--- src/hw/rtl/dmc_pkg.sv ---
// Shared types and constants for the direct-mapped cache.
// Holds the request/response beat structs and the controller/datapath links.
// No dependencies.
package dmc_pkg;

    localparam int ADDR_W  = 8;
    localparam int DATA_W  = 8;
    localparam int COUNT_W = 16;

    localparam logic [COUNT_W-1:0] COUNT_MAX = 16'hFFFF;

    localparam logic MODE_READ  = 1'b0;
    localparam logic MODE_WRITE = 1'b1;

    typedef struct packed {
        logic              mode;
        logic [ADDR_W-1:0] address;
        logic [DATA_W-1:0] write_data;
    } req_t;

    typedef struct packed {
        logic               hit;
        logic [DATA_W-1:0]  read_data;
        logic [COUNT_W-1:0] hit_count;
        logic [COUNT_W-1:0] miss_count;
    } rsp_t;

    // Commands from the controller to the datapath
    typedef struct packed {
        logic clr_step;
        logic accept;
        logic lookup;
        logic fill_step;
        logic load_out;
    } cmd_t;

    // Status from the datapath to the controller
    typedef struct packed {
        logic clr_last;
        logic in_write;
        logic lookup_hit;
        logic fill_last;
    } sts_t;

endpackage

--- src/hw/rtl/dmc_datapath.sv ---
// Datapath of the direct-mapped cache: main memory, tag and word stores,
// valid bits, hit/miss counters and the output register.
// Depends on dmc_pkg; driven by dmc_ctrl through dmc_pkg::cmd_t.
module dmc_datapath #(
    parameter int LINES          = 4,
    parameter int WORDS_PER_LINE = 4,
    parameter int MEMORY_BYTES   = 256
) (
    input  logic          clk,
    input  logic          rst_n,
    input  dmc_pkg::req_t req,
    input  dmc_pkg::cmd_t cmd,
    output dmc_pkg::sts_t sts,
    output dmc_pkg::rsp_t rsp
);

    localparam int MA_W  = $clog2(MEMORY_BYTES);
    localparam int WB    = $clog2(WORDS_PER_LINE);
    localparam int LB    = $clog2(LINES);
    localparam int LI_W  = LB;
    localparam int WI_W  = $clog2(LINES * WORDS_PER_LINE);
    localparam int TAG_W = (WB + LB >= dmc_pkg::ADDR_W) ? 1 : dmc_pkg::ADDR_W - WB - LB;
    localparam int FC_W  = $clog2(WORDS_PER_LINE + 1);

    localparam logic [dmc_pkg::ADDR_W-1:0] WORD_MASK = dmc_pkg::ADDR_W'(WORDS_PER_LINE - 1);
    localparam logic [dmc_pkg::ADDR_W-1:0] LINE_MASK = dmc_pkg::ADDR_W'(LINES - 1);

    logic [dmc_pkg::DATA_W-1:0] main_mem [MEMORY_BYTES];
    logic [dmc_pkg::DATA_W-1:0] words_mem [LINES * WORDS_PER_LINE];
    logic [TAG_W-1:0]           tags_mem [LINES];

    logic [MA_W-1:0]            clr_addr_reg;
    logic [FC_W-1:0]            fill_cnt_reg;
    logic [LINES-1:0]           valid_reg;
    logic [dmc_pkg::COUNT_W-1:0] hits_reg;
    logic [dmc_pkg::COUNT_W-1:0] misses_reg;

    logic                       req_mode_reg;
    logic [dmc_pkg::ADDR_W-1:0] req_addr_reg;
    logic [dmc_pkg::DATA_W-1:0] mem_rd_reg;
    logic [dmc_pkg::DATA_W-1:0] word_rd_reg;
    logic [TAG_W-1:0]           tag_rd_reg;
    logic                       res_hit_reg;
    logic [dmc_pkg::DATA_W-1:0] res_data_reg;
    dmc_pkg::rsp_t              out_reg;

    logic [dmc_pkg::ADDR_W-1:0] in_line8;
    logic [dmc_pkg::ADDR_W-1:0] req_line8;
    logic [dmc_pkg::ADDR_W-1:0] req_tag8;
    logic [dmc_pkg::ADDR_W-1:0] req_word8;
    logic [dmc_pkg::ADDR_W-1:0] base8;
    logic [dmc_pkg::ADDR_W-1:0] fill_rd8;
    logic [dmc_pkg::ADDR_W-1:0] fill_wr8;
    logic [FC_W-1:0]            fill_prev;
    logic [LI_W-1:0]            req_line;
    logic [TAG_W-1:0]           req_tag;
    logic                       fill_rd_en;
    logic                       fill_wr_en;
    logic                       hit;

    assign in_line8  = (req.address >> WB) & LINE_MASK;
    assign req_line8 = (req_addr_reg >> WB) & LINE_MASK;
    assign req_tag8  = req_addr_reg >> (WB + LB);
    assign req_word8 = req_addr_reg & WORD_MASK;
    assign req_line  = req_line8[LI_W-1:0];
    assign req_tag   = req_tag8[TAG_W-1:0];

    assign base8     = req_addr_reg & ~WORD_MASK;
    assign fill_prev = fill_cnt_reg - FC_W'(1);
    assign fill_rd8  = base8 | dmc_pkg::ADDR_W'(fill_cnt_reg);
    assign fill_wr8  = base8 | dmc_pkg::ADDR_W'(fill_prev);

    // One fill step per cycle: read word i, write word i-1 from the last read
    assign fill_rd_en = cmd.fill_step && (fill_cnt_reg != FC_W'(WORDS_PER_LINE));
    assign fill_wr_en = cmd.fill_step && (fill_cnt_reg != '0);

    assign hit = valid_reg[req_line] && (tag_rd_reg == req_tag);

    assign sts.clr_last   = (clr_addr_reg == MA_W'(MEMORY_BYTES - 1));
    assign sts.in_write   = (req.mode == dmc_pkg::MODE_WRITE);
    assign sts.lookup_hit = hit;
    assign sts.fill_last  = (fill_cnt_reg == FC_W'(WORDS_PER_LINE));

    assign rsp = out_reg;

    // Main memory: clear sweep and byte writes share the single port
    always_ff @(posedge clk)
    begin
        if (cmd.clr_step)
        begin
            main_mem[clr_addr_reg] <= '0;
        end
        else if (cmd.accept && req.mode == dmc_pkg::MODE_WRITE)
        begin
            main_mem[MA_W'(req.address)] <= req.write_data;
        end
        if (fill_rd_en)
        begin
            mem_rd_reg <= main_mem[MA_W'(fill_rd8)];
        end
    end

    always_ff @(posedge clk)
    begin
        if (fill_wr_en)
        begin
            words_mem[WI_W'(fill_wr8)] <= mem_rd_reg;
        end
        if (cmd.accept)
        begin
            word_rd_reg <= words_mem[WI_W'(req.address)];
        end
    end

    always_ff @(posedge clk)
    begin
        if (cmd.lookup && !hit)
        begin
            tags_mem[req_line] <= req_tag;
        end
        if (cmd.accept)
        begin
            tag_rd_reg <= tags_mem[in_line8[LI_W-1:0]];
        end
    end

    always_ff @(posedge clk or negedge rst_n)
    begin
        if (!rst_n)
        begin
            clr_addr_reg <= '0;
            fill_cnt_reg <= '0;
            valid_reg    <= '0;
            hits_reg     <= '0;
            misses_reg   <= '0;
        end
        else
        begin
            if (cmd.clr_step)
            begin
                clr_addr_reg <= clr_addr_reg + MA_W'(1);
            end
            if (cmd.lookup)
            begin
                fill_cnt_reg <= '0;
                if (hit)
                begin
                    if (hits_reg != dmc_pkg::COUNT_MAX)
                    begin
                        hits_reg <= hits_reg + dmc_pkg::COUNT_W'(1);
                    end
                end
                else
                begin
                    valid_reg[req_line] <= 1'b1;
                    if (misses_reg != dmc_pkg::COUNT_MAX)
                    begin
                        misses_reg <= misses_reg + dmc_pkg::COUNT_W'(1);
                    end
                end
            end
            else if (cmd.fill_step)
            begin
                fill_cnt_reg <= fill_cnt_reg + FC_W'(1);
            end
        end
    end

    always_ff @(posedge clk)
    begin
        if (cmd.accept)
        begin
            req_mode_reg <= req.mode;
            req_addr_reg <= req.address;
            res_hit_reg  <= 1'b0;
            res_data_reg <= '0;
        end
        if (cmd.lookup)
        begin
            res_hit_reg <= hit;
            if (hit)
            begin
                res_data_reg <= word_rd_reg;
            end
        end
        // Catch the addressed word as it streams into the line
        if (fill_wr_en && (dmc_pkg::ADDR_W'(fill_prev) == req_word8))
        begin
            res_data_reg <= mem_rd_reg;
        end
        if (cmd.load_out)
        begin
            out_reg.hit        <= res_hit_reg && (req_mode_reg == dmc_pkg::MODE_READ);
            out_reg.read_data  <= res_data_reg;
            out_reg.hit_count  <= hits_reg;
            out_reg.miss_count <= misses_reg;
        end
    end

endmodule

--- src/hw/rtl/dmc_ctrl.sv ---
// Controller of the direct-mapped cache: sequences clear, lookup, fill and
// response, and owns both handshakes. Depends on dmc_pkg.
module dmc_ctrl (
    input  logic          clk,
    input  logic          rst_n,
    input  logic          req_valid,
    output logic          req_ready,
    output logic          rsp_valid,
    input  logic          rsp_ready,
    input  dmc_pkg::sts_t sts,
    output dmc_pkg::cmd_t cmd
);

    localparam logic [2:0] S_CLEAR  = 3'd0;
    localparam logic [2:0] S_IDLE   = 3'd1;
    localparam logic [2:0] S_LOOKUP = 3'd2;
    localparam logic [2:0] S_FILL   = 3'd3;
    localparam logic [2:0] S_RESP   = 3'd4;

    logic [2:0] state_reg;
    logic [2:0] state_next;
    logic       out_valid_reg;
    logic       out_valid_next;

    assign req_ready = (state_reg == S_IDLE);
    assign rsp_valid = out_valid_reg;

    always_comb
    begin
        state_next    = state_reg;
        cmd.clr_step  = 1'b0;
        cmd.accept    = 1'b0;
        cmd.lookup    = 1'b0;
        cmd.fill_step = 1'b0;
        cmd.load_out  = 1'b0;
        unique case (state_reg)
            S_CLEAR:
            begin
                cmd.clr_step = 1'b1;
                if (sts.clr_last)
                begin
                    state_next = S_IDLE;
                end
            end
            S_IDLE:
            begin
                if (req_valid)
                begin
                    cmd.accept = 1'b1;
                    state_next = sts.in_write ? S_RESP : S_LOOKUP;
                end
            end
            S_LOOKUP:
            begin
                cmd.lookup = 1'b1;
                state_next = sts.lookup_hit ? S_RESP : S_FILL;
            end
            S_FILL:
            begin
                cmd.fill_step = 1'b1;
                if (sts.fill_last)
                begin
                    state_next = S_RESP;
                end
            end
            S_RESP:
            begin
                // Hold until the output register is free
                if (!out_valid_reg || rsp_ready)
                begin
                    cmd.load_out = 1'b1;
                    state_next   = S_IDLE;
                end
            end
            default:
            begin
                state_next = S_IDLE;
            end
        endcase
    end

    always_comb
    begin
        out_valid_next = out_valid_reg;
        if (cmd.load_out)
        begin
            out_valid_next = 1'b1;
        end
        else if (rsp_ready)
        begin
            out_valid_next = 1'b0;
        end
    end

    always_ff @(posedge clk or negedge rst_n)
    begin
        if (!rst_n)
        begin
            state_reg     <= S_CLEAR;
            out_valid_reg <= 1'b0;
        end
        else
        begin
            state_reg     <= state_next;
            out_valid_reg <= out_valid_next;
        end
    end

`ifndef SYNTHESIS
    a_no_overwrite: assert property (@(posedge clk) disable iff (!rst_n)
        cmd.load_out |-> (!out_valid_reg || rsp_ready))
        else $error("output beat overwritten before it was taken");

    a_one_at_a_time: assert property (@(posedge clk) disable iff (!rst_n)
        (req_valid && req_ready) |=> !req_ready)
        else $error("second request taken while one is in flight");

    a_fill_ends: assert property (@(posedge clk) disable iff (!rst_n)
        (state_reg == S_FILL && sts.fill_last) |=> (state_reg == S_RESP))
        else $error("fill did not hand over to response");

    a_valid_from_load: assert property (@(posedge clk) disable iff (!rst_n)
        $rose(rsp_valid) |-> $past(cmd.load_out))
        else $error("response valid without a load");
`endif

endmodule

--- src/hw/rtl/direct_mapped_cache_top.sv ---
// Direct-mapped cache top level: dmc_ctrl plus dmc_datapath.
// One request at a time: a new request is taken only after the previous one
// has been loaded into the output register. A read miss fills its line from
// main memory one word per cycle.
// Reset: asynchronous, active low; afterward the main memory is zeroed by a
// sweep over all MEMORY_BYTES addresses, during which no request is taken.
module direct_mapped_cache_top #(
    parameter int LINES          = 4,
    parameter int WORDS_PER_LINE = 4,
    parameter int MEMORY_BYTES   = 256
) (
    input  logic          clk,
    input  logic          rst_n,
    input  logic          req_valid,
    output logic          req_ready,
    input  dmc_pkg::req_t req,
    output logic          rsp_valid,
    input  logic          rsp_ready,
    output dmc_pkg::rsp_t rsp
);

    dmc_pkg::cmd_t cmd;
    dmc_pkg::sts_t sts;

    dmc_ctrl u_ctrl (
        .clk       (clk),
        .rst_n     (rst_n),
        .req_valid (req_valid),
        .req_ready (req_ready),
        .rsp_valid (rsp_valid),
        .rsp_ready (rsp_ready),
        .sts       (sts),
        .cmd       (cmd)
    );

    dmc_datapath #(
        .LINES          (LINES),
        .WORDS_PER_LINE (WORDS_PER_LINE),
        .MEMORY_BYTES   (MEMORY_BYTES)
    ) u_datapath (
        .clk   (clk),
        .rst_n (rst_n),
        .req   (req),
        .cmd   (cmd),
        .sts   (sts),
        .rsp   (rsp)
    );

endmodule

--- config.mk ---
export PLATFORM = sky130hd
export DESIGN_NAME = direct_mapped_cache_top
export DESIGN_NICKNAME = d
export VERILOG_FILES = /design/src/hw/rtl/dmc_pkg.sv /design/src/hw/rtl/dmc_datapath.sv /design/src/hw/rtl/dmc_ctrl.sv /design/src/hw/rtl/direct_mapped_cache_top.sv
export SDC_FILE = /design/constraint.sdc
export NUM_CORES = 2
export LEC_CHECK = 0
export ABC_AREA = 1
export BUFFER_PORTS_ARGS = -buffer_cell sky130_fd_sc_hd__buf_2
export CAP_MARGIN = 20
export CORE_UTILIZATION = 40
export CTS_CLUSTER_SIZE = 25
export DETAILED_ROUTE_END_ITERATION = 6
export GPL_ROUTABILITY_DRIVEN = 1
export SKIP_CTS_REPAIR_TIMING = 1
export SLEW_MARGIN = 30
export SYNTH_ARGS = -nofsm -noshare
export SYNTH_HDL_FRONTEND = slang
export SYNTH_SLANG_ARGS = --single-unit
--- constraint.sdc ---
create_clock -name clk -period 8.2 [get_ports clk]
set_input_delay 1.64 -clock clk [delete_from_list [all_inputs] [get_ports clk]]
set_output_delay 1.64 -clock clk [all_outputs]
set_load 0.1 [all_outputs]
---- Word level (Yosys, flattened, before mapping) ----
Memories as Yosys holds them, arrays and structs flattened. A register that Yosys moved wholly into a read port is not among the register bits.
Index checks and enable logic that the tools add are counted.
storage, ports and cells
  register bits after elaboration ......... 110
  RAM bits ................................ 2192
  bits of input ports ..................... 21
  output and inout bits ................... 43
  memories kept ........................... 3
memory list
  memory                depth  width  rd ports  clocked after Yosys merged registers in  wr ports  RTL line            text
  u_datapath.main_mem   256    8      1         1                                        1         dmc_datapath.sv:28  logic [dmc_pkg::DATA_W-1:0] main_mem [MEMORY_BYTES];
  u_datapath.words_mem  16     8      1         1                                        1         dmc_datapath.sv:29  logic [dmc_pkg::DATA_W-1:0] words_mem [LINES * WORDS_PER_LINE];
  u_datapath.tags_mem   4      4      1         1                                        1         dmc_datapath.sv:30  logic [TAG_W-1:0] tags_mem [LINES];
operators by class
  add/sub/neg operators ................... 5
  magnitude comparators ................... 2
  eq/ne operators ......................... 15
  multiplexer cells ....................... 40
  bitwise operators ....................... 5
  reduce and logical (&&, ||, !) cells .... 21
operators by type and width
  operator                                       number
  two-way mux 8 bit                              6
  adder 16 x 1 -> 16 bit, second input constant  2
  != test 16 bit, second input constant          2
  two-way mux 3 bit                              8
  two-way mux 1 bit                              23
  case mux 3 bit (5 select lines)                1
  adder 8 x 1 -> 8 bit, second input constant    1
  == test 8 bit, second input constant           1
  logical AND 1 bit                              8
  OR 8 x 3 -> 8 bit                              1
  OR reduction 8 bit                             1
  == test 3 x 2 -> 1 bit, second input constant  2
  == test 3 bit, second input constant           2
  != test 2 bit, second input constant           3
  AND reduction 3 bit                            2
  nonzero test 2 bit                             3
  == test 4 bit                                  1
  OR 4 x 3 -> 4 bit                              1
  OR 4 bit                                       1
  AND reduction 4 bit                            1
  adder 3 x 1 -> 3 bit, second input constant    1
  == test 3 x 1 -> 1 bit, second input constant  1
  == test 3 x 2 -> 1 bit                         1
  logical NOT 3 bit                              1
  12 further kinds                               14

---- Logic depth before layout (Yosys ltp) ----
  word-level depth ........................ 8
  depth in mapped cells ................... 15
  depth with buffers taken out ............ 13

---- Modules after synthesis ----
Synthesis repeated with hierarchy kept, for this count alone.
unflattened totals
  cells, all modules ...................... 7937
  area total of the unflattened synthesis .. 94530.7 sq um
by module, submodules not included
  module        instances  cells each  area each (sq um)  seq. area each (sq um)
  dmc_datapath  1          7886        94194.1            69291.5
  dmc_ctrl      1          51          336.6              100.1

---- Least setup slack after synthesis ----
Ideal clock, no wire load.
  kind .................................... input-to-reg
  from .................................... input req_valid
  to ...................................... memory u_datapath.main_mem[0][0] (netlist bit), data pin
  library setup time ...................... 1.390 ns
  data arrival time ....................... 8.279 ns
  data required time ...................... 6.810 ns
  path slack .............................. -1.469 ns
  cell stages on the path ................. 5
  path buffers ............................ 1
  path through ............................ inv_1 > nor2_8 > nand2_4 > buf_4 > nor2_1
RTL lines
  element      RTL line                       text
  from (decl)  direct_mapped_cache_top.sv:14  input logic req_valid,
  to (decl)    dmc_datapath.sv:28

==> impl_metrics.json <==
{
  "status": "complete, no violations",
  "r2r-start": "u_ctrl.state_reg[1]$_DFFE_PN0P_",
  "synth_compound_area_share_pct": 1.009,
  "hp-class": "register to register",
  "cts_root_buffer": "clkbuf_16",
  "grt_first_pass_wirelength_um": 378000,
  "fin_util_pct": 45.00,
  "placed_area_um2": 97100,
  "yosysSeqAreaShare_pct": 73.94,
  "powerDensity_nw_per_um2": 225.0,
  "stdcell_count": 11090,
  "relSlewSlack_pct": 24.27,
  "peakVddDrop_uv": 172.0,
  "dieArea_um2": 236500,
  "worstMarginPinSlew_ns": 1.136,
  "synth_top_cells_by_area": "edfxtp_1, nand3_1, nand2_1, nor2_1, clkbuf_1",
  "largest-register": "u_datapath.main_mem",
  "fin_crit_ns": 5.076,
  "synth_area_per_cell_um2": 11.87,
  "dr.pass1.iters": 6,
  "grt_pass1_vias": 59000,
  "synth_top_area_share_pct": 72.41,
  "synthMuxAreaShare_pct": 0,
  "crit_path_start": "req_valid",
  "die_x_um": 486.4,
  "cpPeakStageDelay_ns": 0.65,
  "drc": 0,
  "setup_violations": 0,
  "path_class": "input port to register",
  "finalHoldViolations": 0,
  "min-delay-start": "u_datapath.res_data_reg[1]$_DFF_P_",
  "crit_required_ns": 8.68,
  "portBuffers": 63,
  "cts_sinks": 2322,
  "syn-num-nets": 7933,
  "synth_top_cell_by_area": "edfxtp_1",
  "synthXorXnorAreaFrac_pct": 0.4107,
  "skew_ns": 0.04166,
  "routabilityCongestion": 0.8902,
  "path_max_fanout": 30,
  "synthAdderAreaFrac_pct": 0.1200,
  "setup_tns_ns": 0,
  "synthDistinctLibCells": 40,
  "dr.first_iter.drc_count": 7696,
  "dp.cells": 10660,
  "synthArstFlopShare_pct": 2.196,
  "via_per_inst": 5.518,
  "path_cells": "buf_2 > inv_1 > nor2_8 > nand2_4 > o21ai_1 > nand2_1 > nor2_1 > nand2_1 > buf_4 > nor2_1",
  "ant_nets": 0,
  "finalMaxSlewViolations": 0,
  "rsz0062_at_grt": "false",
  "clk_latency_ns": 0.87,
  "syn_inst": 7903,
  "ioPinCount": 64,
  "vias": 61180,
  "grt_usage_pct": 21.35,
  "p_leak_uw": 0.03722,
  "core.rowCount": 177,
  "routed_wl_um": 255700,
  "largest_register_ffs": 2048,
  "fmax_mhz": 197.0,
  "period_share_pct": 61.90,
  "synth_edf_count": 2263,
  "gr-total-overflow": 0,
  "ys.flop_type": "edfxtp_1",
  "worstSetupStartpointType": "input port",
  "synth_top_family_by_area": "simple AND/OR/NAND/NOR gates",
  "cts_max_level": 4,
  "arrival_ns": 5.56,
  "fp.dieH_um": 486.4,
  "wl_per_cell_um": 23.07,
  "yosysMostFrequentCell": "edfxtp_1",
  "endpoint_kind": "register",
  "antenna_found_initial": 8,
  "layout-drive-gt1-share_pct": 6.866,
  "grt_max_degree": 212,
  "stdcell_area_um2": 104900,
  "syn_area_um2": 93840,
  "initial_core_util_pct": 40.28,
  "synth-simple-area-share_pct": 21.95,
  "cp_slowest_cell": "nand2_1",
  "max-cap-violations": 0,
  "area_growth_pct": 11.73,
  "yosys_warnings": 0,
  "fin_nets": 7792,
  "clkTransAtPathRegs_ns": 0.06,
  "core_um2": 233000,
  "synth_seq_cells": 2322,
  "cts_buffers": 227,
  "clk_path_buf_depth": 3,
  "ys_top_cells_by_count": "edfxtp_1, nand2_1, nand3_1",
  "hpwl_um": 144300,
  "cts_tree": "done"
}
==> report_power, final <==
part           total [µW]      switching (µW)  internal, µW  leakage, µW
Clock               10700                4490          6200      0.00373
Combinational        74.2                55.9          18.3      0.00980
Sequential          12800  0.0000000000000108         12800       0.0237
Total               23600                4550         19000       0.0372
==> layer usage <==
metal | global-route usage [%] | up-vias | wire, µm
li1 | - | 27730 | -
met1 | 29.98 | 30160 | 108100
met2 | 33.19 | 2856 | 116600
met3 | 4.140 | 423 | 22840
met4 | 7.191 | 2 | 8236
met5 | 0 | - | 13
==> stage by stage <==
stage               hold slack (ns)  power, µW  worst slack (ns)
finish                       0.4287      23590             3.124
global route                 0.4369      24180             2.924
CTS                          0.4323      23710             3.043
detailed placement           0.4204      13140             2.120
global placement             0.4215      13140             2.269
floorplan                    0.4082      13110            -1.462
==> worst max-delay path: cells and delay by family <==
| family | cells | cell delay [ns] |
|---|---|---|
| AO/OA/AOI/OAI | 1 | 0.63 |
| AND/OR/NAND/NOR | 6 | 2.53 |
| buffers and inverters | 3 | 0.71 |
==> final cells by class <==
class,instances,area [µm²]
clock buffer,284,6082
multi-input combinational,4961,22130
antenna,2,5.005
fill,20980,128100
clock inverter,135,1602
sequential,2322,69400
tap,3132,3919
inverter,105,425.4
timing repair buffer,145,1290
==> final timing paths <==
| check | end | slack, ns | cells after the start |
|---|---|---|---|
| worst max-delay path | u_datapath.main_mem[70][3]$_DFFE_PP_ | 3.12 | 10 |
| worst min-delay path | u_datapath.rsp[33]$_DFFE_PP_ | 0.43 | 0 |
| worst max register to register | u_datapath.main_mem[70][3]$_DFFE_PP_ | 3.32 | 10 |
| worst min register to register | u_datapath.rsp[33]$_DFFE_PP_ | 0.43 | 0 |
| max in group asynchronous | u_datapath.fill_cnt_reg[1]$_DFFE_PN0P_ | 6.73 | 2 |
| min in group asynchronous | u_datapath.misses_reg[15]$_DFFE_PN0P_ | 0.93 | 2 |
==> cells in the final DEF, fill, tap and decap left out, types with 9 or more instances in the layout <==
| master | Yosys | final |
|---|---|---|
| buf_4 | 1 | 55 |
| bufinv_16 | 0 | 30 |
| buf_2 | 58 | 63 |
| nor3_1 | 15 | 15 |
| dfrtp_1 | 51 | 49 |
| nor2_4 | 6 | 16 |
| nand2_2 | 9 | 13 |
| xor2_1 | 33 | 33 |
| clkinv_1 | 0 | 40 |
| clkinvlp_4 | 0 | 11 |
| buf_12 | 0 | 22 |
| clkinv_2 | 0 | 40 |
| nor2_1 | 411 | 401 |
| clkbuf_1 | 387 | 45 |
| clkbuf_16 | 0 | 233 |
| ha_1 | 9 | 9 |
| inv_2 | 14 | 11 |
| o21ai_0 | 98 | 98 |
| edfxtp_1 | 2263 | 2263 |
| inv_1 | 91 | 89 |
| nand3_1 | 2053 | 2052 |
| xnor2_1 | 11 | 11 |
| nand2_1 | 2238 | 2234 |
| o221ai_1 | 29 | 29 |
==> kinds of logic after synthesis <==
kind of cell,count (synthesis)
xor gates and xnor gates,44
AOI/OAI and AO/OA,154
adders and majority gates,9
and+or+nand+nor,4754
buffers and inverters,620
DFF,2322
(Power assumes the default switching activity.)
